**config.mk**
```make
export PLATFORM = sky130hd
export DESIGN_NAME = tds_regs
export DESIGN_NICKNAME = d
export VERILOG_FILES = /design/src/hw/rtl/tds_pkg.sv /design/src/hw/rtl/tds_regs.sv
export SDC_FILE = /design/constraint.sdc
export NUM_CORES = 1
export LEC_CHECK = 0
export ABC_AREA = 1
export BUFFER_PORTS_ARGS = -buffer_cell sky130_fd_sc_hd__buf_4
export CAP_MARGIN = 0
export CORE_MARGIN = 2
export CORE_UTILIZATION = 55
export CTS_CLUSTER_DIAMETER = 100
export DETAILED_ROUTE_END_ITERATION = 10
export PLACE_DENSITY_LB_ADDON = 0.05
export REMOVE_ABC_BUFFERS = 1
export SYNTH_ARGS = -nofsm -noshare
export SYNTH_HDL_FRONTEND = slang
export SYNTH_SLANG_ARGS = --single-unit
```
**constraint.sdc**
```tcl
create_clock -name clk_i -period 3.7 [get_ports clk_i]
set_clock_uncertainty 0.15 [all_clocks]
set_input_delay 0.37 -clock clk_i [delete_from_list [all_inputs] [get_ports clk_i]]
set_output_delay 0.37 -clock clk_i [all_outputs]
set_load 0.02 [all_outputs]
```
**src/hw/rtl/tds_pkg.sv**
```systemverilog
`default_nettype none
package tds_pkg;

  localparam int FRAC_BITS   = 19;
  localparam int CURVE_KNOTS = 65;
  localparam int COEF_SHIFT  = 24;
  localparam int POST_SHIFT  = 20;

  localparam int PW = 56;  // product register width

  localparam logic [27:0] TABLE_UNIT = 28'd100000000;
  localparam logic [49:0] HALF_UNIT  = 50'd50000000;

  // floor(2^57 / TABLE_UNIT), applied to the magnitude shifted down by 26
  localparam logic [30:0] UNIT_RECIP  = 31'd1441151880;
  localparam int          RECIP_SHIFT = 31;

  localparam logic signed [27:0] OUT_MAX = 28'sh7FFFFFF;
  localparam logic signed [27:0] OUT_MIN = -28'sh8000000;

  typedef enum logic [2:0] {
    REG_BYPASS    = 3'd0,
    REG_PRE_GAIN  = 3'd1,
    REG_POST_GAIN = 3'd2,
    REG_ATTACK    = 3'd3,
    REG_RELEASE   = 3'd4,
    REG_HIGHPASS  = 3'd5,
    REG_DEPTH     = 3'd6,
    REG_UNUSED    = 3'd7
  } reg_idx_e;

  typedef struct packed {
    logic        bypass;
    logic [24:0] pre_gain;
    logic [23:0] post_gain;
    logic [22:0] attack_coeff;
    logic [22:0] release_coeff;
    logic [22:0] highpass_coeff;
    logic [23:0] bias_depth;
  } tds_cfg_t;

  typedef enum logic [3:0] {
    MUL_NONE, MUL_X_PRE, MUL_C_DIFF, MUL_BIAS_E, MUL_T_T, MUL_T2_T,
    MUL_VAL0_H00, MUL_SLP0_H10, MUL_VAL1_H01, MUL_SLP1_H11,
    MUL_HP_DIFF, MUL_POST_DIFF, MUL_N_RECIP, MUL_Q_UNIT
  } mul_sel_e;

  typedef enum logic [3:0] {
    OP_NONE, OP_WB_S, OP_WB_ENV, OP_WB_U, OP_SEG, OP_WB_T2, OP_WB_T3,
    OP_ACC_LD, OP_ACC_ADD, OP_DIV_LD, OP_WB_Q, OP_WB_Y, OP_WB_LP,
    OP_WB_R, OP_WB_BYP
  } dp_op_e;

  typedef struct packed {
    logic     load_in;
    logic     load_out;
    mul_sel_e mul_sel;
    dp_op_e   op;
  } tds_cmd_t;

  typedef enum logic [4:0] {
    ST_IDLE, ST_BYP, ST_MPRE, ST_WS, ST_MENV, ST_WE, ST_MBIAS, ST_WU, ST_SEG,
    ST_MT2, ST_WT2, ST_MT3, ST_WT3, ST_A0, ST_A1, ST_A2, ST_A3, ST_A4,
    ST_DLD, ST_MQ, ST_WQ, ST_MQD, ST_WY, ST_MHP, ST_WLP, ST_MPOST, ST_WR, ST_DONE
  } tds_state_e;

  localparam logic signed [29:0] KNOT_VAL [CURVE_KNOTS] = '{
    -30'sd183117718, -30'sd183117686, -30'sd183117628, -30'sd183117523,
    -30'sd183117330, -30'sd183116975, -30'sd183116326, -30'sd183115133,
    -30'sd183112952, -30'sd183108959, -30'sd183101646, -30'sd183088264,
    -30'sd183063804, -30'sd183019157, -30'sd182937878, -30'sd182790531,
    -30'sd182525228, -30'sd182052744, -30'sd181225570, -30'sd179814322,
    -30'sd177493380, -30'sd173856573, -30'sd168478192, -30'sd161003709,
    -30'sd151222469, -30'sd139084589, -30'sd124667692, -30'sd108125568,
    -30'sd89644463, -30'sd69415571, -30'sd47621058, -30'sd24430191,
    30'sd0, 30'sd25521777, 30'sd51991899, 30'sd79267015,
    30'sd107199119, 30'sd135631098, 30'sd164390723, 30'sd193275676,
    30'sd221145404, 30'sd242929576, 30'sd262298018, 30'sd280369688,
    30'sd296894186, 30'sd311371244, 30'sd323401880, 30'sd332955532,
    30'sd340363520, 30'sd346099037, 30'sd350595812, 30'sd354186930,
    30'sd357110937, 30'sd359535284, 30'sd361578152, 30'sd363324061,
    30'sd364834588, 30'sd366155453, 30'sd367321225, 30'sd368358498,
    30'sd369288052, 30'sd370126356, 30'sd370886638, 30'sd371579644,
    30'sd372214200
  };

  localparam logic signed [25:0] KNOT_SLOPE [CURVE_KNOTS] = '{
    26'sd0, 26'sd45, 26'sd81, 26'sd149, 26'sd274,
    26'sd502, 26'sd921, 26'sd1687, 26'sd3087, 26'sd5653,
    26'sd10348, 26'sd18921, 26'sd34554, 26'sd62963, 26'sd114313,
    26'sd206325, 26'sd368893, 26'sd649829, 26'sd1119211, 26'sd1866095,
    26'sd2978874, 26'sd4507594, 26'sd6426432, 26'sd8627862, 26'sd10959560,
    26'sd13277388, 26'sd15479511, 26'sd17511615, 26'sd19354998, 26'sd21011703,
    26'sd22492690, 26'sd23810529, 26'sd24975984, 26'sd25995950, 26'sd26872619,
    26'sd27603610, 26'sd28182041, 26'sd28595802, 26'sd28822289, 26'sd28377341,
    26'sd24826950, 26'sd20576307, 26'sd18720056, 26'sd17298084, 26'sd15500778,
    26'sd13253847, 26'sd10792144, 26'sd8480820, 26'sd6571752, 26'sd5116146,
    26'sd4043947, 26'sd3257562, 26'sd2674177, 26'sd2233607, 26'sd1894388,
    26'sd1628218, 26'sd1415696, 26'sd1243318, 26'sd1101523, 26'sd983413,
    26'sd883929, 26'sd799293, 26'sd726644, 26'sd663781, 26'sd0
  };

  // shift right, rounding half away from zero
  function automatic logic signed [PW-1:0] round_shift(input logic signed [PW-1:0] v,
                                                       input int unsigned sh);
    logic [PW-1:0] m;
    logic [PW-1:0] r;
    m = v[PW-1] ? PW'(-v) : PW'(v);
    r = (m + (PW'(1) << (sh - 1))) >> sh;
    return v[PW-1] ? -$signed(r) : $signed(r);
  endfunction

endpackage
`default_nettype wire

```
**src/hw/rtl/tds_regs.sv**
```systemverilog
`default_nettype none
module tds_regs
  import tds_pkg::*;
(
  input  wire logic        clk_i,
  input  wire logic        rst_ni,
  input  wire logic        psel,
  input  wire logic        penable,
  input  wire logic        pwrite,
  input  wire logic [4:0]  paddr,
  input  wire logic [31:0] pwdata,
  output logic      [31:0] prdata,
  output logic             pready,
  output tds_cfg_t         cfg_o
);

  tds_cfg_t cfg_q;
  reg_idx_e idx;

  assign idx    = reg_idx_e'(paddr[4:2]);
  assign pready = 1'b1;
  assign cfg_o  = cfg_q;

  always_ff @(posedge clk_i or negedge rst_ni) begin
    if (!rst_ni) begin
      cfg_q.bypass         <= 1'b1;
      cfg_q.pre_gain       <= 25'd2097152;
      cfg_q.post_gain      <= 24'd8388608;
      cfg_q.attack_coeff   <= 23'd69760;
      cfg_q.release_coeff  <= 23'd6989;
      cfg_q.highpass_coeff <= 23'd21946;
      cfg_q.bias_depth     <= 24'd620757;
    end else if (psel && penable && pwrite) begin
      case (idx)
        REG_BYPASS:    cfg_q.bypass         <= pwdata[0];
        REG_PRE_GAIN:  cfg_q.pre_gain       <= pwdata[24:0];
        REG_POST_GAIN: cfg_q.post_gain      <= pwdata[23:0];
        REG_ATTACK:    cfg_q.attack_coeff   <= pwdata[22:0];
        REG_RELEASE:   cfg_q.release_coeff  <= pwdata[22:0];
        REG_HIGHPASS:  cfg_q.highpass_coeff <= pwdata[22:0];
        REG_DEPTH:     cfg_q.bias_depth     <= pwdata[23:0];
        default: ;
      endcase
    end
  end

  always_comb begin
    case (idx)
      REG_BYPASS:    prdata = {31'd0, cfg_q.bypass};
      REG_PRE_GAIN:  prdata = {7'd0, cfg_q.pre_gain};
      REG_POST_GAIN: prdata = {8'd0, cfg_q.post_gain};
      REG_ATTACK:    prdata = {9'd0, cfg_q.attack_coeff};
      REG_RELEASE:   prdata = {9'd0, cfg_q.release_coeff};
      REG_HIGHPASS:  prdata = {9'd0, cfg_q.highpass_coeff};
      REG_DEPTH:     prdata = {8'd0, cfg_q.bias_depth};
      default:       prdata = 32'd0;
    endcase
  end

endmodule
`default_nettype wire

```
==> impl_metrics.csv <==
group,metric,value,unit
timing,fin_ws,1.05,ns
layout,synthToLayoutAreaGrowth,29.2,%
setup_path,cp_max_fo,35,
layout,fin_area,9370,um^2
power,leakagePower,5.01,nW
routing,vias,7407,
clock_network,cts_made_buffers,17,
min_path,min_path_cells,3,
synth,synth_edf_count,0,
synth,ys_seq_area_share,49.9,%
status,status,"complete, no violations",
layout,finalCoreUtilization,73.7,%
floorplan,die_x,119,um
global_route,grt_pass1_vias,7027,
routing,drt-vias-per-instance,5.76,
global_route,grt_usage,33.3,%
setup_path,rr_startpoint,"cfg_o[47]",
job,maxCapViolations,0,
routing,ant_nets,0,
timing,rsz0062_at_grt,"false",
timing,finalMaxSlewViolations,0,
layout,register_area,3620,um^2
clock_network,insertion_delay,0.42,ns
synth,synth_flop_cell,"dfrtp_1",
synth,ys_seq_elements,143,
placed_design,placedCellCount,1253,
setup_path,crit_arrival,2.13,ns
min_path,min_to,"cfg_o[23]",
floorplan,rows,41,
routing,drc,0,
timing,post-route-period-util,71.5,%
min_path,min_from,"pwdata[23]",
global_route,antenna_found_initial,0,
clock_network,clkTransAtPathRegs,0.06,ns
global_route,grt_max_degree,79,
synth,yosys.area.top_type,"dfrtp_1",
layout,final_cells,1286,
floorplan,die_height,119,um
placed_design,gp_congestion,0.797,
placed_design,io_buffers,200,
setup_path,worstPathRequired,3.18,ns
setup_path,r2r-end,"cfg_o[47]",
layout,fillers,1023,
setup_path,reg2reg_slack,2.73,ns
timing,slew_headroom,34.0,%
timing,timing.fmax,378,MHz
placed_design,dpl_worst_slack,0.962,ns
synth,synthCells,942,
clock_network,post_cts_buffers,0,
synth,synthTopCellsByCount,"nand2_1 (335), o21ai_0 (128), nand4_1 (115)",
timing,hold_violations,0,
floorplan,start_util,57.0,%
layout,diodes,0,
floorplan,die_area,14100,um^2
clock_network,cts.sink_count,143,
setup_path,path_class,"input port to output port",
global_route,overflow,0,
power,clkPwrFrac,31.6,%
setup_path,crit_path_start_kind,"input port",
timing,fin_setup_tns,0,ns
synth,yosysUniqueCellTypes,20,
clock_network,cts.path.max_buffers,2,
global_route,grt_pass1_wl,37.3,mm
layout,largest_reg_flops,143,
routing,drtIter0Drc,710,
clock_network,cts_tree,"done",
placed_design,dp_hpwl,14.1,mm
synth,postSynthAreaPerCell,7.70,um^2
timing,worst_slew_pin_slew,0.987,ns
timing,fin_crit,2.65,ns
synth,yosysMostFrequentCell,"nand2_1",
layout,nNetsFinal,1143,
routing,wl_per_cell,17.9,um
clock_network,cts-root-buf,"clkbuf_16",
power,comb_power_share,28.4,%
synth,synthTopCellsByArea,"dfrtp_1 (38%), nand2_1 (17%), dfstp_2 (12%), nand4_1 (9.9%), o21ai_0 (8.8%)",
floorplan,core,12700,um^2
min_path,hold_path_class,"input port to flip-flop",
power,switching_share,33.7,%
timing,final-setup-viol-count,0,
power,power.density,578,nW/um^2
synth,synth.top_cell.area_share,37.6,%
layout,drive_above_1_share,27.1,%
power,p_int,3.59,mW
setup_path,end_kind,"output port",
setup_path,r2r_cells,2,
power,pwr-share-seq,39.9,%
power,vdd_ir_drop_max,0.473,mV
floorplan,io_pins,218,
placed_design,place_area,8760,um^2
synth,ys_async_sr_fraction,100,%
routing,first_pass_iters,5,
routing,routed_wl,23.1,mm
layout,multiInputGateArea,3050,um^2
power,power_switching,1.82,mW
synth,ys_warn_count,0,
clock_network,cts-htree-levels,4,
synth,syn-cell-area,7250,um^2
## worst max path at each step
stage	from	cells past startpoint	endpoint	slack (ns)
floorplan	paddr[4]	5	cfg_o[138]	1.35
global placement	paddr[2]	6	cfg_o[135]	1.01
detailed placement	paddr[2]	6	cfg_o[131]	0.96
CTS	paddr[3]	8	prdata[22]	1.12
global route	paddr[3]	8	prdata[20]	0.99
finish	paddr[3]	8	prdata[22]	1.05
## critical path, cell delays in order
cell and delay, ns:
buf_4 0.40, inv_2 0.40, buf_4 0.35, nand4_1 0.11, nand2_1 0.07, nor2_1 0.15, nand2_1 0.08, buf_4 0.16
## through the flow
step	power (mW)	hold slack [ns]
floorplan	2.89	-0.0756
global placement	3.68	0.293
detailed placement	3.71	0.288
CTS	5.41	0.0240
global route	5.66	0.0226
finish	5.41	0.0256
## layout make-up
type / count / area share (%)
clock buffer: 28 / 5.94
clock inverter: 4 / 0.481
inverter: 54 / 2.16
multi-input combinational: 664 / 32.6
sequential: 143 / 38.6
tap: 172 / 2.30
timing repair buffer: 221 / 17.9
## kinds of logic after synthesis
| logic type | count (synthesis) | share of synthesized area [%] |
|---|---|---|
| compound gates | 142 | 9.80 |
| simple gates | 514 | 31.8 |
| flops | 143 | 49.9 |
| buf+inv | 141 | 8.35 |
| other cells | 2 | 0.104 |
## placed cells by master (no fill, tap or decap), types with 3 or more instances in the layout
cell	synthesis	final
inv_2	5	5
o21ai_0	128	128
clkinv_2	0	3
o21ai_1	14	14
clkbuf_8	0	9
nor2_1	26	26
nand3_1	27	27
inv_1	49	49
conb_1	2	8
nand2_1	335	333
nand3_2	4	4
buf_4	11	218
clkbuf_16	0	17
dfstp_2	34	34
nor2_2	4	4
dfrtp_1	109	109
nand4_1	115	115
## power by group through the flow
stage | clock [mW] | combinational [mW] | sequential (mW)
final | 1.71 | 1.54 | 2.16
after global placement | 0 | 1.51 | 2.17
after global routing | 1.81 | 1.66 | 2.20
after CTS | 1.71 | 1.54 | 2.15
after detailed placement | 0 | 1.54 | 2.18
after floorplan | 0 | 0.397 | 2.49
## per-layer routing
layer	vias up	global-route usage (%)	wire length (um)
met5	-	0	0
met4	0	11.1	426
met3	38	8.62	2290
met2	401	54.0	11000
met1	3533	43.7	9320
li1	3435	-	-
## what timing repair did
action	CTS	global route
resized for setup	0	0
hold endpoints to repair	61	0
hold buffers	1	0
(Power assumes the default switching activity.)
