<file path="config.mk">
export PLATFORM = sky130hd
export DESIGN_NAME = tds_ctrl
export DESIGN_NICKNAME = d
export VERILOG_FILES = /design/src/hw/rtl/tds_pkg.sv /design/src/hw/rtl/tds_ctrl.sv
export SDC_FILE = /design/constraint.sdc
export NUM_CORES = 1
export LEC_CHECK = 0
export ABC_AREA = 1
export BUFFER_PORTS_ARGS = -buffer_cell sky130_fd_sc_hd__buf_4
export CAP_MARGIN = 5
export CORE_MARGIN = 2
export CORE_UTILIZATION = 50
export DETAILED_ROUTE_END_ITERATION = 10
export HOLD_SLACK_MARGIN = 0.02
export PLACE_DENSITY_LB_ADDON = 0.08
export SYNTH_ARGS = -nofsm -noshare
export SYNTH_HDL_FRONTEND = slang
export SYNTH_SLANG_ARGS = --single-unit
</file>
<file path="constraint.sdc">
create_clock -name clk_i -period 2.9 [get_ports clk_i]
set_input_delay 0.58 -clock clk_i [delete_from_list [all_inputs] [get_ports clk_i]]
set_output_delay 0.58 -clock clk_i [all_outputs]
set_load 0.02 [all_outputs]
</file>
<file path="src/hw/rtl/tds_pkg.sv">
`default_nettype none
package tds_pkg;

  localparam int FRAC_BITS   = 19;
  localparam int CURVE_KNOTS = 65;
  localparam int COEF_SHIFT  = 24;
  localparam int POST_SHIFT  = 20;

  localparam int PW = 56;  // product register width

  localparam logic [27:0] TABLE_UNIT = 28'd100000000;
  localparam logic [49:0] HALF_UNIT  = 50'd50000000;

  // floor(2^57 / TABLE_UNIT), applied to the magnitude shifted down by 26
  localparam logic [30:0] UNIT_RECIP  = 31'd1441151880;
  localparam int          RECIP_SHIFT = 31;

  localparam logic signed [27:0] OUT_MAX = 28'sh7FFFFFF;
  localparam logic signed [27:0] OUT_MIN = -28'sh8000000;

  typedef enum logic [2:0] {
    REG_BYPASS    = 3'd0,
    REG_PRE_GAIN  = 3'd1,
    REG_POST_GAIN = 3'd2,
    REG_ATTACK    = 3'd3,
    REG_RELEASE   = 3'd4,
    REG_HIGHPASS  = 3'd5,
    REG_DEPTH     = 3'd6,
    REG_UNUSED    = 3'd7
  } reg_idx_e;

  typedef struct packed {
    logic        bypass;
    logic [24:0] pre_gain;
    logic [23:0] post_gain;
    logic [22:0] attack_coeff;
    logic [22:0] release_coeff;
    logic [22:0] highpass_coeff;
    logic [23:0] bias_depth;
  } tds_cfg_t;

  typedef enum logic [3:0] {
    MUL_NONE, MUL_X_PRE, MUL_C_DIFF, MUL_BIAS_E, MUL_T_T, MUL_T2_T,
    MUL_VAL0_H00, MUL_SLP0_H10, MUL_VAL1_H01, MUL_SLP1_H11,
    MUL_HP_DIFF, MUL_POST_DIFF, MUL_N_RECIP, MUL_Q_UNIT
  } mul_sel_e;

  typedef enum logic [3:0] {
    OP_NONE, OP_WB_S, OP_WB_ENV, OP_WB_U, OP_SEG, OP_WB_T2, OP_WB_T3,
    OP_ACC_LD, OP_ACC_ADD, OP_DIV_LD, OP_WB_Q, OP_WB_Y, OP_WB_LP,
    OP_WB_R, OP_WB_BYP
  } dp_op_e;

  typedef struct packed {
    logic     load_in;
    logic     load_out;
    mul_sel_e mul_sel;
    dp_op_e   op;
  } tds_cmd_t;

  typedef enum logic [4:0] {
    ST_IDLE, ST_BYP, ST_MPRE, ST_WS, ST_MENV, ST_WE, ST_MBIAS, ST_WU, ST_SEG,
    ST_MT2, ST_WT2, ST_MT3, ST_WT3, ST_A0, ST_A1, ST_A2, ST_A3, ST_A4,
    ST_DLD, ST_MQ, ST_WQ, ST_MQD, ST_WY, ST_MHP, ST_WLP, ST_MPOST, ST_WR, ST_DONE
  } tds_state_e;

  localparam logic signed [29:0] KNOT_VAL [CURVE_KNOTS] = '{
    -30'sd183117718, -30'sd183117686, -30'sd183117628, -30'sd183117523,
    -30'sd183117330, -30'sd183116975, -30'sd183116326, -30'sd183115133,
    -30'sd183112952, -30'sd183108959, -30'sd183101646, -30'sd183088264,
    -30'sd183063804, -30'sd183019157, -30'sd182937878, -30'sd182790531,
    -30'sd182525228, -30'sd182052744, -30'sd181225570, -30'sd179814322,
    -30'sd177493380, -30'sd173856573, -30'sd168478192, -30'sd161003709,
    -30'sd151222469, -30'sd139084589, -30'sd124667692, -30'sd108125568,
    -30'sd89644463, -30'sd69415571, -30'sd47621058, -30'sd24430191,
    30'sd0, 30'sd25521777, 30'sd51991899, 30'sd79267015,
    30'sd107199119, 30'sd135631098, 30'sd164390723, 30'sd193275676,
    30'sd221145404, 30'sd242929576, 30'sd262298018, 30'sd280369688,
    30'sd296894186, 30'sd311371244, 30'sd323401880, 30'sd332955532,
    30'sd340363520, 30'sd346099037, 30'sd350595812, 30'sd354186930,
    30'sd357110937, 30'sd359535284, 30'sd361578152, 30'sd363324061,
    30'sd364834588, 30'sd366155453, 30'sd367321225, 30'sd368358498,
    30'sd369288052, 30'sd370126356, 30'sd370886638, 30'sd371579644,
    30'sd372214200
  };

  localparam logic signed [25:0] KNOT_SLOPE [CURVE_KNOTS] = '{
    26'sd0, 26'sd45, 26'sd81, 26'sd149, 26'sd274,
    26'sd502, 26'sd921, 26'sd1687, 26'sd3087, 26'sd5653,
    26'sd10348, 26'sd18921, 26'sd34554, 26'sd62963, 26'sd114313,
    26'sd206325, 26'sd368893, 26'sd649829, 26'sd1119211, 26'sd1866095,
    26'sd2978874, 26'sd4507594, 26'sd6426432, 26'sd8627862, 26'sd10959560,
    26'sd13277388, 26'sd15479511, 26'sd17511615, 26'sd19354998, 26'sd21011703,
    26'sd22492690, 26'sd23810529, 26'sd24975984, 26'sd25995950, 26'sd26872619,
    26'sd27603610, 26'sd28182041, 26'sd28595802, 26'sd28822289, 26'sd28377341,
    26'sd24826950, 26'sd20576307, 26'sd18720056, 26'sd17298084, 26'sd15500778,
    26'sd13253847, 26'sd10792144, 26'sd8480820, 26'sd6571752, 26'sd5116146,
    26'sd4043947, 26'sd3257562, 26'sd2674177, 26'sd2233607, 26'sd1894388,
    26'sd1628218, 26'sd1415696, 26'sd1243318, 26'sd1101523, 26'sd983413,
    26'sd883929, 26'sd799293, 26'sd726644, 26'sd663781, 26'sd0
  };

  // shift right, rounding half away from zero
  function automatic logic signed [PW-1:0] round_shift(input logic signed [PW-1:0] v,
                                                       input int unsigned sh);
    logic [PW-1:0] m;
    logic [PW-1:0] r;
    m = v[PW-1] ? PW'(-v) : PW'(v);
    r = (m + (PW'(1) << (sh - 1))) >> sh;
    return v[PW-1] ? -$signed(r) : $signed(r);
  endfunction

endpackage
`default_nettype wire

</file>
<file path="src/hw/rtl/tds_ctrl.sv">
`default_nettype none
module tds_ctrl
  import tds_pkg::*;
(
  input  wire logic clk_i,
  input  wire logic rst_ni,
  input  wire logic bypass_i,
  input  wire logic in_valid_i,
  output logic      in_stall_o,
  output logic      out_valid_o,
  input  wire logic out_stall_i,
  output tds_cmd_t  cmd_o
);

  tds_state_e state_q, state_d;
  logic       out_valid_q, out_valid_d;
  logic       out_free;

  assign out_free    = !out_valid_q || !out_stall_i;
  assign in_stall_o  = (state_q != ST_IDLE);
  assign out_valid_o = out_valid_q;

  always_comb begin
    state_d = state_q;
    case (state_q)
      ST_IDLE:  if (in_valid_i) state_d = bypass_i ? ST_BYP : ST_MPRE;
      ST_BYP:   state_d = ST_DONE;
      ST_MPRE:  state_d = ST_WS;
      ST_WS:    state_d = ST_MENV;
      ST_MENV:  state_d = ST_WE;
      ST_WE:    state_d = ST_MBIAS;
      ST_MBIAS: state_d = ST_WU;
      ST_WU:    state_d = ST_SEG;
      ST_SEG:   state_d = ST_MT2;
      ST_MT2:   state_d = ST_WT2;
      ST_WT2:   state_d = ST_MT3;
      ST_MT3:   state_d = ST_WT3;
      ST_WT3:   state_d = ST_A0;
      ST_A0:    state_d = ST_A1;
      ST_A1:    state_d = ST_A2;
      ST_A2:    state_d = ST_A3;
      ST_A3:    state_d = ST_A4;
      ST_A4:    state_d = ST_DLD;
      ST_DLD:   state_d = ST_MQ;
      ST_MQ:    state_d = ST_WQ;
      ST_WQ:    state_d = ST_MQD;
      ST_MQD:   state_d = ST_WY;
      ST_WY:    state_d = ST_MHP;
      ST_MHP:   state_d = ST_WLP;
      ST_WLP:   state_d = ST_MPOST;
      ST_MPOST: state_d = ST_WR;
      ST_WR:    state_d = ST_DONE;
      ST_DONE:  if (out_free) state_d = ST_IDLE;
      default:  state_d = ST_IDLE;
    endcase
  end

  always_comb begin
    cmd_o.load_in  = (state_q == ST_IDLE) && in_valid_i;
    cmd_o.load_out = 1'b0;
    cmd_o.mul_sel  = MUL_NONE;
    cmd_o.op       = OP_NONE;
    out_valid_d    = out_valid_q && out_stall_i;
    case (state_q)
      ST_BYP:   cmd_o.op = OP_WB_BYP;
      ST_MPRE:  cmd_o.mul_sel = MUL_X_PRE;
      ST_WS:    cmd_o.op = OP_WB_S;
      ST_MENV:  cmd_o.mul_sel = MUL_C_DIFF;
      ST_WE:    cmd_o.op = OP_WB_ENV;
      ST_MBIAS: cmd_o.mul_sel = MUL_BIAS_E;
      ST_WU:    cmd_o.op = OP_WB_U;
      ST_SEG:   cmd_o.op = OP_SEG;
      ST_MT2:   cmd_o.mul_sel = MUL_T_T;
      ST_WT2:   cmd_o.op = OP_WB_T2;
      ST_MT3:   cmd_o.mul_sel = MUL_T2_T;
      ST_WT3:   cmd_o.op = OP_WB_T3;
      ST_A0:    cmd_o.mul_sel = MUL_VAL0_H00;
      ST_A1: begin
        cmd_o.mul_sel = MUL_SLP0_H10;
        cmd_o.op      = OP_ACC_LD;
      end
      ST_A2: begin
        cmd_o.mul_sel = MUL_VAL1_H01;
        cmd_o.op      = OP_ACC_ADD;
      end
      ST_A3: begin
        cmd_o.mul_sel = MUL_SLP1_H11;
        cmd_o.op      = OP_ACC_ADD;
      end
      ST_A4:    cmd_o.op = OP_ACC_ADD;
      ST_DLD:   cmd_o.op = OP_DIV_LD;
      ST_MQ:    cmd_o.mul_sel = MUL_N_RECIP;
      ST_WQ:    cmd_o.op = OP_WB_Q;
      ST_MQD:   cmd_o.mul_sel = MUL_Q_UNIT;
      ST_WY:    cmd_o.op = OP_WB_Y;
      ST_MHP:   cmd_o.mul_sel = MUL_HP_DIFF;
      ST_WLP:   cmd_o.op = OP_WB_LP;
      ST_MPOST: cmd_o.mul_sel = MUL_POST_DIFF;
      ST_WR:    cmd_o.op = OP_WB_R;
      ST_DONE: begin
        if (out_free) begin
          cmd_o.load_out = 1'b1;
          out_valid_d    = 1'b1;
        end
      end
      default: ;
    endcase
  end

  always_ff @(posedge clk_i or negedge rst_ni) begin
    if (!rst_ni) begin
      state_q     <= ST_IDLE;
      out_valid_q <= 1'b0;
    end else begin
      state_q     <= state_d;
      out_valid_q <= out_valid_d;
    end
  end

endmodule
`default_nettype wire

</file>
==> impl_metrics.csv <==
group,metric,value,unit
logic_synthesis,ys_ff_latch,6,
setup_path,reg2reg_depth,7,
placed_design,dpl_cell_area,796,um^2
clock_network,cts_buffers,3,
sta,min_period,2.42,ns
placed_design,portBuffers,16,
pwr,peakVddDrop,0.635,mV
logic_synthesis,syn_nets,127,
cells_and_area,layout-drive-gt1-share,18.7,%
sta,skew,0.0136,ns
logic_synthesis,ys_warn_count,0,
floorplanning,die_area,1660,um^2
global_routing,grt_pass1_vias,684,
clock_network,cts_tree,"built",
sta,slew_headroom,72.4,%
outcome,outcome,"finished clean",
placed_design,dpl.cell_count,151,
sta,period_share,83.5,%
clock_network,cts_buffer_depth,2,
clock_network,cts-root-buf,"clkbuf_4",
placed_design,pre_cts_slack,0.820,ns
detailed_routing,first_pass_iters,7,
setup_path,required,2.32,ns
global_routing,grt_pass1_wl,3080,um
cells_and_area,fin_cells,154,
sta,finalHoldViolations,0,
logic_synthesis,synth_area_per_cell,5.54,um^2
global_routing,overflow,0,
floorplanning,die_w,40.8,um
clock_network,cts.repair.resized,0,
cells_and_area,layout.nets,146,
cells_and_area,area_growth,21.1,%
pwr,p_per_area,1380,nW/um^2
flow_run,max_cap_violations,0,
clock_network,post_cts_buffers,0,
sta,setup_tns,0,ns
floorplanning,ios,17,
detailed_routing,drc,0,
pwr,p_leak,0.476,nW
setup_path,crit_start,"state_q[1]$_DFFE_PN0P_",
floorplanning,start_util,52.6,%
clock_network,clock_sinks,6,
sta,tightest_slew,0.413,ns
setup_path,cp_data_arrival_time,1.84,ns
placed_design,place_hpwl,1670,um
global_routing,grt_max_degree,11,
detailed_routing,dr.first_iter.drc_count,70,
clock_network,hold_buffers,0,
clock_network,htreeDepth,1,
pwr,finalPower,1.13,mW
logic_synthesis,netlist_area,676,um^2
cells_and_area,insertedDiodeCount,0,
sta,setup_ws,0.478,ns
detailed_routing,wirelength,2120,um
floorplanning,die_h,40.8,um
clock_network,path_clk_slew,0.05,ns
sta,slew_viol_final,0,
placed_design,gp_congestion,0.958,
sta,finalSetupViolCount,0,
floorplanning,coreArea,1280,um^2
cells_and_area,design_area,818,um^2
global_routing,grt.total_usage,29.6,%
logic_synthesis,seq_area_frac_synth,22.2,%
setup_path,cp-end-kind,"output pin",
sta,rsz0062_at_grt,"false",
detailed_routing,wl_per_cell,13.8,um
floorplanning,rows,13,
logic_synthesis,synth_cells,122,
hold_path,hp-class,"in2async",
setup_path,critPathKind,"reg2out",
clock_network,clock_latency,0.26,ns
sta,clock.fmax,413,MHz
detailed_routing,postRouteAntennaNets,0,
setup_path,rr_startpoint,"state_q[4]$_DFFE_PN0P_",
logic_synthesis,ys_types,20,
global_routing,antenna_found_initial,0,
detailed_routing,vias,893,
setup_path,cp-start-kind,"flop",
setup_path,crit_fanout,8,
detailed_routing,via_per_inst,5.80,
flip-flops by register name (all words and copies together), names as in the netlist:
name	cells
state_q	5
out_valid_o	1
critical path, stage by stage (launching register included):
cell and delay (ns):
dfrtp_1 0.54, nand2_1 0.20, nor2_1 0.24, inv_1 0.09, nor2_1 0.11, nor2_1 0.06
nand2_1 0.08, a21oi_1 0.05, nand3_1 0.08, buf_4 0.14
worst paths after layout:
| check | to | slack [ns] |
|---|---|---|
| setup reg to reg | state_q[0]$_DFFE_PN0P_ | 1.29 |
| max in group asynchronous | out_valid_o$_DFF_PN0_ | 2.66 |
| setup / recovery | cmd_o[3] | 0.48 |
| min in group clk_i | out_valid_o$_DFF_PN0_ | 0.56 |
| hold / removal | state_q[3]$_DFFE_PN0P_ | 0.11 |
| hold reg to reg | out_valid_o$_DFF_PN0_ | 0.56 |
synthesized netlist by cell type:
cell | instances | share of area (%)
nand2_1 | 38 | 21
nor2_1 | 28 | 16
nand3_1 | 14 | 10
inv_1 | 9 | 5.0
dfrtp_1 | 6 | 22
nand4_1 | 4 | 3.7
a21oi_1 | 3 | 2.2
inv_2 | 3 | 1.7
nor3_1 | 3 | 2.2
o21ai_0 | 3 | 2.2
a22oi_1 | 2 | 2.2
and2_1 | 1 | 0.93
and2_4 | 1 | 1.3
buf_4 | 1 | 1.1
buf_6 | 1 | 1.7
nand3_2 | 1 | 1.5
nand3b_1 | 1 | 1.1
nor2_2 | 1 | 0.93
nor2_4 | 1 | 1.7
o221ai_1 | 1 | 1.3
power by group:
group	switching [mW]	internal (mW)	leakage (nW)	total (mW)
logic	0.540	0.302	0.387	0.842
clock network	0.0348	0.0471	0.0138	0.0819
registers	0.0837	0.124	0.0759	0.208
layout by cell type, fill, tap and decap left out:
| cell type | netlist | layout |
|---|---|---|
| nor2_4 | 1 | 1 |
| nor2_1 | 28 | 28 |
| nand3_1 | 14 | 14 |
| buf_4 | 1 | 16 |
| dfrtp_1 | 6 | 6 |
| nor2_2 | 1 | 1 |
| and2_1 | 1 | 1 |
| nand4_1 | 4 | 4 |
| nand2_1 | 38 | 38 |
| a21oi_1 | 3 | 3 |
| nor3_1 | 3 | 3 |
| nand3_2 | 1 | 1 |
| a22oi_1 | 2 | 2 |
| nand3b_1 | 1 | 1 |
| and2_4 | 1 | 1 |
| clkbuf_4 | 0 | 3 |
| inv_2 | 3 | 3 |
| o21ai_0 | 3 | 3 |
| o221ai_1 | 1 | 1 |
| inv_1 | 9 | 9 |
layout make-up:
cell class                      instances  area [um^2]
Multi-Input combinational cell        102          462
Fill cell                             143          467
Timing Repair Buffer                   16          120
Inverter                               12         45.0
Sequential cell                         6          150
Tap cell                               15         18.8
Clock buffer                            3         22.5
cell families after synthesis:
group / count (synthesis) / share of synthesized area [%]
and+or+nand+nor: 93 / 60.4
buffers and inverters: 14 / 9.44
AOI/OAI and AO/OA: 9 / 7.96
DFF: 6 / 22.2
through the flow:
step / hold WS [ns] / util [%]
3_5_place_dp: 0.388 / 61.9
5_1_grt: 0.121 / 63.7
3_3_place_gp: 0.391 / 61.9
4_1_cts: 0.117 / 63.7
6_report: 0.113 / 63.7
2_1_floorplan: 0.284 / -
layer usage:
layer / up-vias / global-route usage (%) / routed length, um
met4: 0 / 6.67 / 6
met1: 394 / 39.7 / 882
li1: 433 / - / -
met3: 2 / 10.3 / 277
met5: - / 0 / 0
met2: 64 / 45.2 / 952
No activity file was read; power rests on OpenSTA's default activity.
