===== config.mk =====
export PLATFORM = sky130hd
export DESIGN_NAME = tds_dpath
export DESIGN_NICKNAME = d
export VERILOG_FILES = /design/src/hw/rtl/tds_pkg.sv /design/src/hw/rtl/tds_dpath.sv
export SDC_FILE = /design/constraint.sdc
export NUM_CORES = 2
export LEC_CHECK = 0
export BUFFER_PORTS_ARGS = -buffer_cell sky130_fd_sc_hd__buf_4
export CAP_MARGIN = 10
export CORE_MARGIN = 1
export CORE_UTILIZATION = 35
export CTS_BUF_LIST = sky130_fd_sc_hd__clkbuf_4 sky130_fd_sc_hd__clkbuf_8
export DETAILED_ROUTE_END_ITERATION = 6
export PLACE_DENSITY = 0.56
export SLEW_MARGIN = 20
export SYNTH_ARGS = -nofsm -noshare
export SYNTH_HDL_FRONTEND = slang
export SYNTH_SLANG_ARGS = --single-unit

===== constraint.sdc =====
create_clock -name clk_i -period 31.1 [get_ports clk_i]
set_clock_uncertainty 0.15 [all_clocks]
set_input_delay 6.22 -clock clk_i [delete_from_list [all_inputs] [get_ports clk_i]]
set_output_delay 6.22 -clock clk_i [all_outputs]
set_load 0.05 [all_outputs]

===== src/hw/rtl/tds_pkg.sv =====
`default_nettype none
package tds_pkg;

  localparam int FRAC_BITS   = 19;
  localparam int CURVE_KNOTS = 65;
  localparam int COEF_SHIFT  = 24;
  localparam int POST_SHIFT  = 20;

  localparam int PW = 56;  // product register width

  localparam logic [27:0] TABLE_UNIT = 28'd100000000;
  localparam logic [49:0] HALF_UNIT  = 50'd50000000;

  // floor(2^57 / TABLE_UNIT), applied to the magnitude shifted down by 26
  localparam logic [30:0] UNIT_RECIP  = 31'd1441151880;
  localparam int          RECIP_SHIFT = 31;

  localparam logic signed [27:0] OUT_MAX = 28'sh7FFFFFF;
  localparam logic signed [27:0] OUT_MIN = -28'sh8000000;

  typedef enum logic [2:0] {
    REG_BYPASS    = 3'd0,
    REG_PRE_GAIN  = 3'd1,
    REG_POST_GAIN = 3'd2,
    REG_ATTACK    = 3'd3,
    REG_RELEASE   = 3'd4,
    REG_HIGHPASS  = 3'd5,
    REG_DEPTH     = 3'd6,
    REG_UNUSED    = 3'd7
  } reg_idx_e;

  typedef struct packed {
    logic        bypass;
    logic [24:0] pre_gain;
    logic [23:0] post_gain;
    logic [22:0] attack_coeff;
    logic [22:0] release_coeff;
    logic [22:0] highpass_coeff;
    logic [23:0] bias_depth;
  } tds_cfg_t;

  typedef enum logic [3:0] {
    MUL_NONE, MUL_X_PRE, MUL_C_DIFF, MUL_BIAS_E, MUL_T_T, MUL_T2_T,
    MUL_VAL0_H00, MUL_SLP0_H10, MUL_VAL1_H01, MUL_SLP1_H11,
    MUL_HP_DIFF, MUL_POST_DIFF, MUL_N_RECIP, MUL_Q_UNIT
  } mul_sel_e;

  typedef enum logic [3:0] {
    OP_NONE, OP_WB_S, OP_WB_ENV, OP_WB_U, OP_SEG, OP_WB_T2, OP_WB_T3,
    OP_ACC_LD, OP_ACC_ADD, OP_DIV_LD, OP_WB_Q, OP_WB_Y, OP_WB_LP,
    OP_WB_R, OP_WB_BYP
  } dp_op_e;

  typedef struct packed {
    logic     load_in;
    logic     load_out;
    mul_sel_e mul_sel;
    dp_op_e   op;
  } tds_cmd_t;

  typedef enum logic [4:0] {
    ST_IDLE, ST_BYP, ST_MPRE, ST_WS, ST_MENV, ST_WE, ST_MBIAS, ST_WU, ST_SEG,
    ST_MT2, ST_WT2, ST_MT3, ST_WT3, ST_A0, ST_A1, ST_A2, ST_A3, ST_A4,
    ST_DLD, ST_MQ, ST_WQ, ST_MQD, ST_WY, ST_MHP, ST_WLP, ST_MPOST, ST_WR, ST_DONE
  } tds_state_e;

  localparam logic signed [29:0] KNOT_VAL [CURVE_KNOTS] = '{
    -30'sd183117718, -30'sd183117686, -30'sd183117628, -30'sd183117523,
    -30'sd183117330, -30'sd183116975, -30'sd183116326, -30'sd183115133,
    -30'sd183112952, -30'sd183108959, -30'sd183101646, -30'sd183088264,
    -30'sd183063804, -30'sd183019157, -30'sd182937878, -30'sd182790531,
    -30'sd182525228, -30'sd182052744, -30'sd181225570, -30'sd179814322,
    -30'sd177493380, -30'sd173856573, -30'sd168478192, -30'sd161003709,
    -30'sd151222469, -30'sd139084589, -30'sd124667692, -30'sd108125568,
    -30'sd89644463, -30'sd69415571, -30'sd47621058, -30'sd24430191,
    30'sd0, 30'sd25521777, 30'sd51991899, 30'sd79267015,
    30'sd107199119, 30'sd135631098, 30'sd164390723, 30'sd193275676,
    30'sd221145404, 30'sd242929576, 30'sd262298018, 30'sd280369688,
    30'sd296894186, 30'sd311371244, 30'sd323401880, 30'sd332955532,
    30'sd340363520, 30'sd346099037, 30'sd350595812, 30'sd354186930,
    30'sd357110937, 30'sd359535284, 30'sd361578152, 30'sd363324061,
    30'sd364834588, 30'sd366155453, 30'sd367321225, 30'sd368358498,
    30'sd369288052, 30'sd370126356, 30'sd370886638, 30'sd371579644,
    30'sd372214200
  };

  localparam logic signed [25:0] KNOT_SLOPE [CURVE_KNOTS] = '{
    26'sd0, 26'sd45, 26'sd81, 26'sd149, 26'sd274,
    26'sd502, 26'sd921, 26'sd1687, 26'sd3087, 26'sd5653,
    26'sd10348, 26'sd18921, 26'sd34554, 26'sd62963, 26'sd114313,
    26'sd206325, 26'sd368893, 26'sd649829, 26'sd1119211, 26'sd1866095,
    26'sd2978874, 26'sd4507594, 26'sd6426432, 26'sd8627862, 26'sd10959560,
    26'sd13277388, 26'sd15479511, 26'sd17511615, 26'sd19354998, 26'sd21011703,
    26'sd22492690, 26'sd23810529, 26'sd24975984, 26'sd25995950, 26'sd26872619,
    26'sd27603610, 26'sd28182041, 26'sd28595802, 26'sd28822289, 26'sd28377341,
    26'sd24826950, 26'sd20576307, 26'sd18720056, 26'sd17298084, 26'sd15500778,
    26'sd13253847, 26'sd10792144, 26'sd8480820, 26'sd6571752, 26'sd5116146,
    26'sd4043947, 26'sd3257562, 26'sd2674177, 26'sd2233607, 26'sd1894388,
    26'sd1628218, 26'sd1415696, 26'sd1243318, 26'sd1101523, 26'sd983413,
    26'sd883929, 26'sd799293, 26'sd726644, 26'sd663781, 26'sd0
  };

  // shift right, rounding half away from zero
  function automatic logic signed [PW-1:0] round_shift(input logic signed [PW-1:0] v,
                                                       input int unsigned sh);
    logic [PW-1:0] m;
    logic [PW-1:0] r;
    m = v[PW-1] ? PW'(-v) : PW'(v);
    r = (m + (PW'(1) << (sh - 1))) >> sh;
    return v[PW-1] ? -$signed(r) : $signed(r);
  endfunction

endpackage
`default_nettype wire


===== src/hw/rtl/tds_dpath.sv =====
`default_nettype none
module tds_dpath
  import tds_pkg::*;
(
  input  wire logic               clk_i,
  input  wire logic               rst_ni,
  input  tds_cfg_t                cfg_i,
  input  tds_cmd_t                cmd_i,
  input  wire logic signed [23:0] sample_in_i,
  output logic signed [27:0]      sample_out_o
);

  localparam logic [19:0] ONE = 20'(1) << FRAC_BITS;
  localparam logic signed [27:0] EDGE = 28'sd1 <<< (FRAC_BITS + 3);

  logic signed [23:0] x_q;
  logic signed [25:0] s_q;
  logic        [25:0] env_q;
  logic signed [27:0] u_q;
  logic        [5:0]  idx_q;
  logic        [19:0] t_q, t2_q, t3_q;
  logic signed [PW-1:0] p_q, acc_q;
  logic        [49:0] n_q;
  logic        [23:0] q_q;
  logic               neg_q;
  logic signed [23:0] y_q, dc_q;
  logic signed [27:0] res_q, out_q;

  // envelope and DC tracker are state
  logic        [25:0] mag;
  logic signed [26:0] env_diff;
  logic        [22:0] env_c;
  logic signed [24:0] y_dc;
  logic signed [23:0] h00, h10, h01, h11;
  logic        [6:0]  k0, k1;
  logic signed [31:0] op_a, op_b;
  logic signed [63:0] prod;
  logic signed [PW-1:0] rnd24, rnd20;
  logic signed [27:0] e_new, e_err;
  logic signed [27:0] u_new;
  logic        [24:0] pos;
  logic        [49:0] dmag;
  logic        [28:0] rem_lo;
  logic        [23:0] q_fin;
  logic signed [24:0] lp_new, lp_err;
  logic signed [PW-1:0] r_wide;

  assign mag      = s_q[25] ? 26'(-s_q) : 26'(s_q);
  assign env_diff = $signed({1'b0, mag}) - $signed({1'b0, env_q});
  assign env_c    = (mag > env_q) ? cfg_i.attack_coeff : cfg_i.release_coeff;
  assign y_dc     = 25'(y_q) - 25'(dc_q);
  assign k0       = {1'b0, idx_q};
  assign k1       = {1'b0, idx_q} + 7'd1;

  // hermite basis weights
  always_comb begin
    logic signed [23:0] t, t2, t3;
    t   = $signed({4'd0, t_q});
    t2  = $signed({4'd0, t2_q});
    t3  = $signed({4'd0, t3_q});
    h00 = 24'sd2 * t3 - 24'sd3 * t2 + $signed({4'd0, ONE});
    h10 = t3 - 24'sd2 * t2 + t;
    h01 = 24'sd3 * t2 - 24'sd2 * t3;
    h11 = t3 - t2;
  end

  always_comb begin
    op_a = 32'sd0;
    op_b = 32'sd0;
    case (cmd_i.mul_sel)
      MUL_X_PRE: begin
        op_a = 32'(x_q);
        op_b = $signed({7'd0, cfg_i.pre_gain});
      end
      MUL_C_DIFF: begin
        op_a = 32'(env_diff);
        op_b = $signed({9'd0, env_c});
      end
      MUL_BIAS_E: begin
        op_a = $signed({6'd0, env_q});
        op_b = $signed({8'd0, cfg_i.bias_depth});
      end
      MUL_T_T: begin
        op_a = $signed({12'd0, t_q});
        op_b = $signed({12'd0, t_q});
      end
      MUL_T2_T: begin
        op_a = $signed({12'd0, t2_q});
        op_b = $signed({12'd0, t_q});
      end
      MUL_VAL0_H00: begin
        op_a = 32'(KNOT_VAL[k0]);
        op_b = 32'(h00);
      end
      MUL_SLP0_H10: begin
        op_a = 32'(KNOT_SLOPE[k0]);
        op_b = 32'(h10);
      end
      MUL_VAL1_H01: begin
        op_a = 32'(KNOT_VAL[k1]);
        op_b = 32'(h01);
      end
      MUL_SLP1_H11: begin
        op_a = 32'(KNOT_SLOPE[k1]);
        op_b = 32'(h11);
      end
      MUL_HP_DIFF: begin
        op_a = 32'(y_dc);
        op_b = $signed({9'd0, cfg_i.highpass_coeff});
      end
      MUL_POST_DIFF: begin
        op_a = 32'(y_dc);
        op_b = $signed({8'd0, cfg_i.post_gain});
      end
      MUL_N_RECIP: begin
        op_a = $signed({8'd0, n_q[49:26]});
        op_b = $signed({1'b0, UNIT_RECIP});
      end
      MUL_Q_UNIT: begin
        op_a = $signed({8'd0, q_q});
        op_b = $signed({4'd0, TABLE_UNIT});
      end
      default: ;
    endcase
  end

  assign prod  = op_a * op_b;
  assign rnd24 = round_shift(p_q, COEF_SHIFT);
  assign rnd20 = round_shift(p_q, POST_SHIFT);

  assign e_new  = 28'($signed({1'b0, env_q})) + 28'(rnd24);
  assign e_err  = e_new - $signed({2'b0, mag});
  assign u_new  = 28'(s_q) - 28'(rnd24);
  assign pos    = {u_q[22:0], 2'b00} + (25'd1 << 24);
  assign dmag   = (acc_q[PW-1] ? 50'(-acc_q) : 50'(acc_q)) + HALF_UNIT;
  // reciprocal estimate is low by at most one, the remainder settles it
  assign rem_lo = n_q[28:0] - p_q[28:0];
  assign q_fin  = q_q + {23'd0, (rem_lo >= {1'b0, TABLE_UNIT})};
  assign lp_new = 25'(dc_q) + 25'(rnd24);
  assign lp_err = lp_new - 25'(y_q);
  assign r_wide = rnd20;

  always_ff @(posedge clk_i or negedge rst_ni) begin
    if (!rst_ni) begin
      env_q <= '0;
      dc_q  <= '0;
    end else begin
      case (cmd_i.op)
        OP_WB_ENV: begin
          if (e_err >= -28'sd1 && e_err <= 28'sd1) env_q <= mag;
          else env_q <= e_new[25:0];
        end
        OP_WB_LP: begin
          if (lp_err >= -25'sd1 && lp_err <= 25'sd1) dc_q <= y_q;
          else dc_q <= lp_new[23:0];
        end
        default: ;
      endcase
    end
  end

  always_ff @(posedge clk_i) begin
    if (cmd_i.load_in) x_q <= sample_in_i;
    if (cmd_i.load_out) out_q <= res_q;
    if (cmd_i.mul_sel != MUL_NONE) p_q <= prod[PW-1:0];
    case (cmd_i.op)
      OP_WB_S: s_q <= rnd24[25:0];
      OP_WB_U: u_q <= u_new;
      OP_SEG: begin
        if (u_q <= -EDGE) begin
          idx_q <= 6'd0;
          t_q   <= 20'd0;
        end else if (u_q >= EDGE) begin
          // end of the last segment lands exactly on the last knot
          idx_q <= 6'(CURVE_KNOTS - 2);
          t_q   <= ONE;
        end else begin
          idx_q <= pos[24:FRAC_BITS];
          t_q   <= {1'b0, pos[FRAC_BITS-1:0]};
        end
      end
      OP_WB_T2:   t2_q  <= p_q[FRAC_BITS+19:FRAC_BITS];
      OP_WB_T3:   t3_q  <= p_q[FRAC_BITS+19:FRAC_BITS];
      OP_ACC_LD:  acc_q <= p_q;
      OP_ACC_ADD: acc_q <= acc_q + p_q;
      OP_DIV_LD: begin
        neg_q <= acc_q[PW-1];
        n_q   <= dmag;
      end
      OP_WB_Q: q_q <= p_q[RECIP_SHIFT+23:RECIP_SHIFT];
      OP_WB_Y: y_q <= neg_q ? -$signed({1'b0, q_fin[22:0]}) : $signed({1'b0, q_fin[22:0]});
      OP_WB_R: begin
        if (r_wide > PW'(OUT_MAX)) res_q <= OUT_MAX;
        else if (r_wide < PW'(OUT_MIN)) res_q <= OUT_MIN;
        else res_q <= r_wide[27:0];
      end
      OP_WB_BYP: res_q <= 28'(x_q);
      default: ;
    endcase
  end

  assign sample_out_o = out_q;

endmodule
`default_nettype wire


==> impl_results.md <==
- Initial Utilization: 0.353
- Setup Crit Path Kind: primary input to register
- Final slew viol count: 0
- Reg2reg setup slack: 14.16 ns
- Synth top area share: 0.229
- GRT Util Overall: 0.294
- Antenna Nets Post-Route: 0
- CTS Hold Buffers Added: 0
- TritonCTS clock tree: yes
- Initial antenna violation count: 20
- RD Place Congestion: 1.04
- Area grow syn2layout: 8.64%
- Layout cells sized above 1: 0.0730
- CTS Buf Count: 79
- First-pass GRT wire length: 523000 um
- Clock Tree Buf Depth: 3
- DIE WIDTH: 492 um
- CTS H-tree lvls: 3
- Syn avg cell area: 8.25 sq um
- CP max-delay cell: buf_4
- Congestion Overflow GR: 0
- Kind of cell adding the most delay to the critical path: compound AO/OA/AOI/OAI gates
- Wirelength per Cell: 27.1 um
- Number of synthesized flops with an enable pin: 409
- Hpwl dp: 286000 um
- Worst hold path endpoint: sample_out_o[24]
- RSZ-0062 raised after global routing: false
- Reg2reg start: s_q[2]
- Yosys top cell by area: fa_1
- Min Tclk post-route: 18.93 ns
- Hold path start: res_q[24]
- Clock-pin slew on the worst setup and hold paths: 0.07 ns
- Maximum net fanout on the critical path: 42
- Mapped Area: 0.0842 sq mm
- Drt via density: 5.79
- R2r endpoint: p_q[55]
- Post-cts resize count: 0
- # IOs: 207
- CTS sink cnt: 459
- Hold WC Path Type: register to register
- Vias in the first global route: 76500
- Share of the yosys chip area belonging to registers: 0.161
- Final worst-path cycle share: 0.609
- 1st-iter DRT viols: 8819
- Worst Setup Start Kind: primary input
- Gate Count Post-Synth: 10200
- Worst EP required: 31.47 ns
- Via count: 77700
- CP peak stage delay: 0.75 ns
- Crit. End Element: register
- Slew at the pin with the worst max-slew slack: 1.27 ns
- Synth warn: 0
- Normalized max-slew margin: 0.152
- Chip height: 492 um
- Endpoints failing setup: 0
- DRC violations left: 17
- Post-synth top flop: edfxtp_1
- Outcome: complete, but fails checks
- CP arrival: 19.30 ns
- Drt total wl: 363000 um
- Cells on Worst Hold Path: 0
- TNS Setup: 0 ns
- Failing checks: DRC
- Synthesized Nets: 12000
- Critical path depth: 43
- Die ar.: 0.242 sq mm
- Reg2Reg Depth: 49
- Setup repair bufs after CTS: 0
- Synthesis-stage register bit count: 459
- Asr flop ratio synth: 0.109
- Worst-Skew Late Latency: 0.80 ns
- Final Net Count: 12000
- Root buffer cell: clkbuf_8
- Final hold vios: 0
- Drt pass-1 iters: 7
- Port Buffers: 205
- Synth unique cells: 101
- Fmax: 0.0528 GHz
- Core area: 0.239 sq mm
- Top post-synthesis cells by area: fa_1 (23%), edfxtp_1 (15%), ha_1 (9.3%)
- Critical path's most frequent cell: inv_1
- Row cnt: 179
- Buf/Inv on CP: 10
- Largest net degree at the start of global routing: 105
- Max Cap Violations: 0
==> cells by family after synthesis <==
logic type | share of synthesized area
muxes | 0.00998
AOI/OAI and AO/OA | 0.176
adders and majority gates | 0.322
DFF | 0.161
and+or+nand+nor | 0.167
xor gates and xnor gates | 0.0702
buffers and inverters | 0.0946
==> registers in the layout, summed over array words and instances, names as in the netlist, 6 cells and up <==
register      cells
sample_out_o     28
acc_q            56
n_q              50
dc_q             24
q_q              24
s_q              26
t_q              18
res_q            28
p_q              56
idx_q             6
t3_q             20
u_q              28
y_q              24
x_q              24
env_q            26
t2_q             20
==> worst max-delay path by stage <==
stage,from,end,slack [ns]
global route,cmd_i[5],p_q[55],11.93
detailed placement,cmd_i[5],p_q[55],11.87
global placement,cmd_i[5],p_q[55],11.90
finish,cmd_i[5],p_q[55],12.17
floorplan,cmd_i[7],p_q[52],14.43
CTS,cmd_i[5],p_q[55],12.70
==> metal layers <==
layer / vias to the layer above / wire length, um / track usage
li1: 34300 / - / -
met1: 38500 / 143000 / 0.374
met2: 3953 / 160000 / 0.458
met3: 852 / 34200 / 0.0611
met4: 4 / 26600 / 0.178
met5: - / 29 / 0
==> cells in the mapped netlist (108+ instances only) <==
cell type     n
a21o_1      142
a21oi_1     530
clkbuf_1    426
edfxtp_1    409
fa_1        964
ha_1        623
inv_1      1606
nand2_1     998
nand2b_1    108
nand3_1     182
nor2_1      995
nor3_1      208
o21ai_0     518
xnor2_1     417
xor2_1      252
==> cell usage in the layout (no fill, tap or decap), drive strengths merged, types with 97 or more instances in the layout <==
cell type	n
ha	623
o21ai	523
edfxtp	409
clkbuf	106
a21o	142
nor2	996
nor3	210
inv	1610
nand2	998
a211oi	105
nand3	183
nor2b	97
fa	964
buf	399
xnor2	417
nand2b	108
xor2	252
a21oi	531
==> worst register-to-register path: cells and delay by family (launching register included) <==
| family | cells | cell delay, ns |
|---|---|---|
| multiplexers | 1 | 0.34 |
| flip-flops | 1 | 0.44 |
| XOR/XNOR | 2 | 0.90 |
| buffers and inverters | 9 | 1.62 |
| adder cells (fa/ha/maj) | 10 | 4.55 |
| AND/OR/NAND/NOR | 9 | 3.42 |
| AO/OA/AOI/OAI | 18 | 5.26 |
==> cell type report <==
type	count	area (sq um)
fill	24400	147000
multi-input combinational	7637	63200
sequential	459	13500
inverter	1609	6040
tap	3167	3960
timing repair buffer	400	3020
clock buffer	105	1290
clock inverter	39	365
antenna	4	10.0
==> per-stage QoR <==
step	hold slack, ns	utilization	std cells	setup WS [ns]	area [sq um]
global placement	0.253	0.376	13300	11.90	89700
global route	0.276	0.383	13400	11.93	91400
floorplan	0.250	-	10200	14.43	84200
detailed placement	0.255	0.376	13300	11.87	89700
finish	0.263	0.383	13400	12.17	91400
CTS	0.265	0.383	13400	12.70	91400
Power is not shown: default switching activity piles up to over one toggle a cycle in this logic, so the estimate is an artifact.
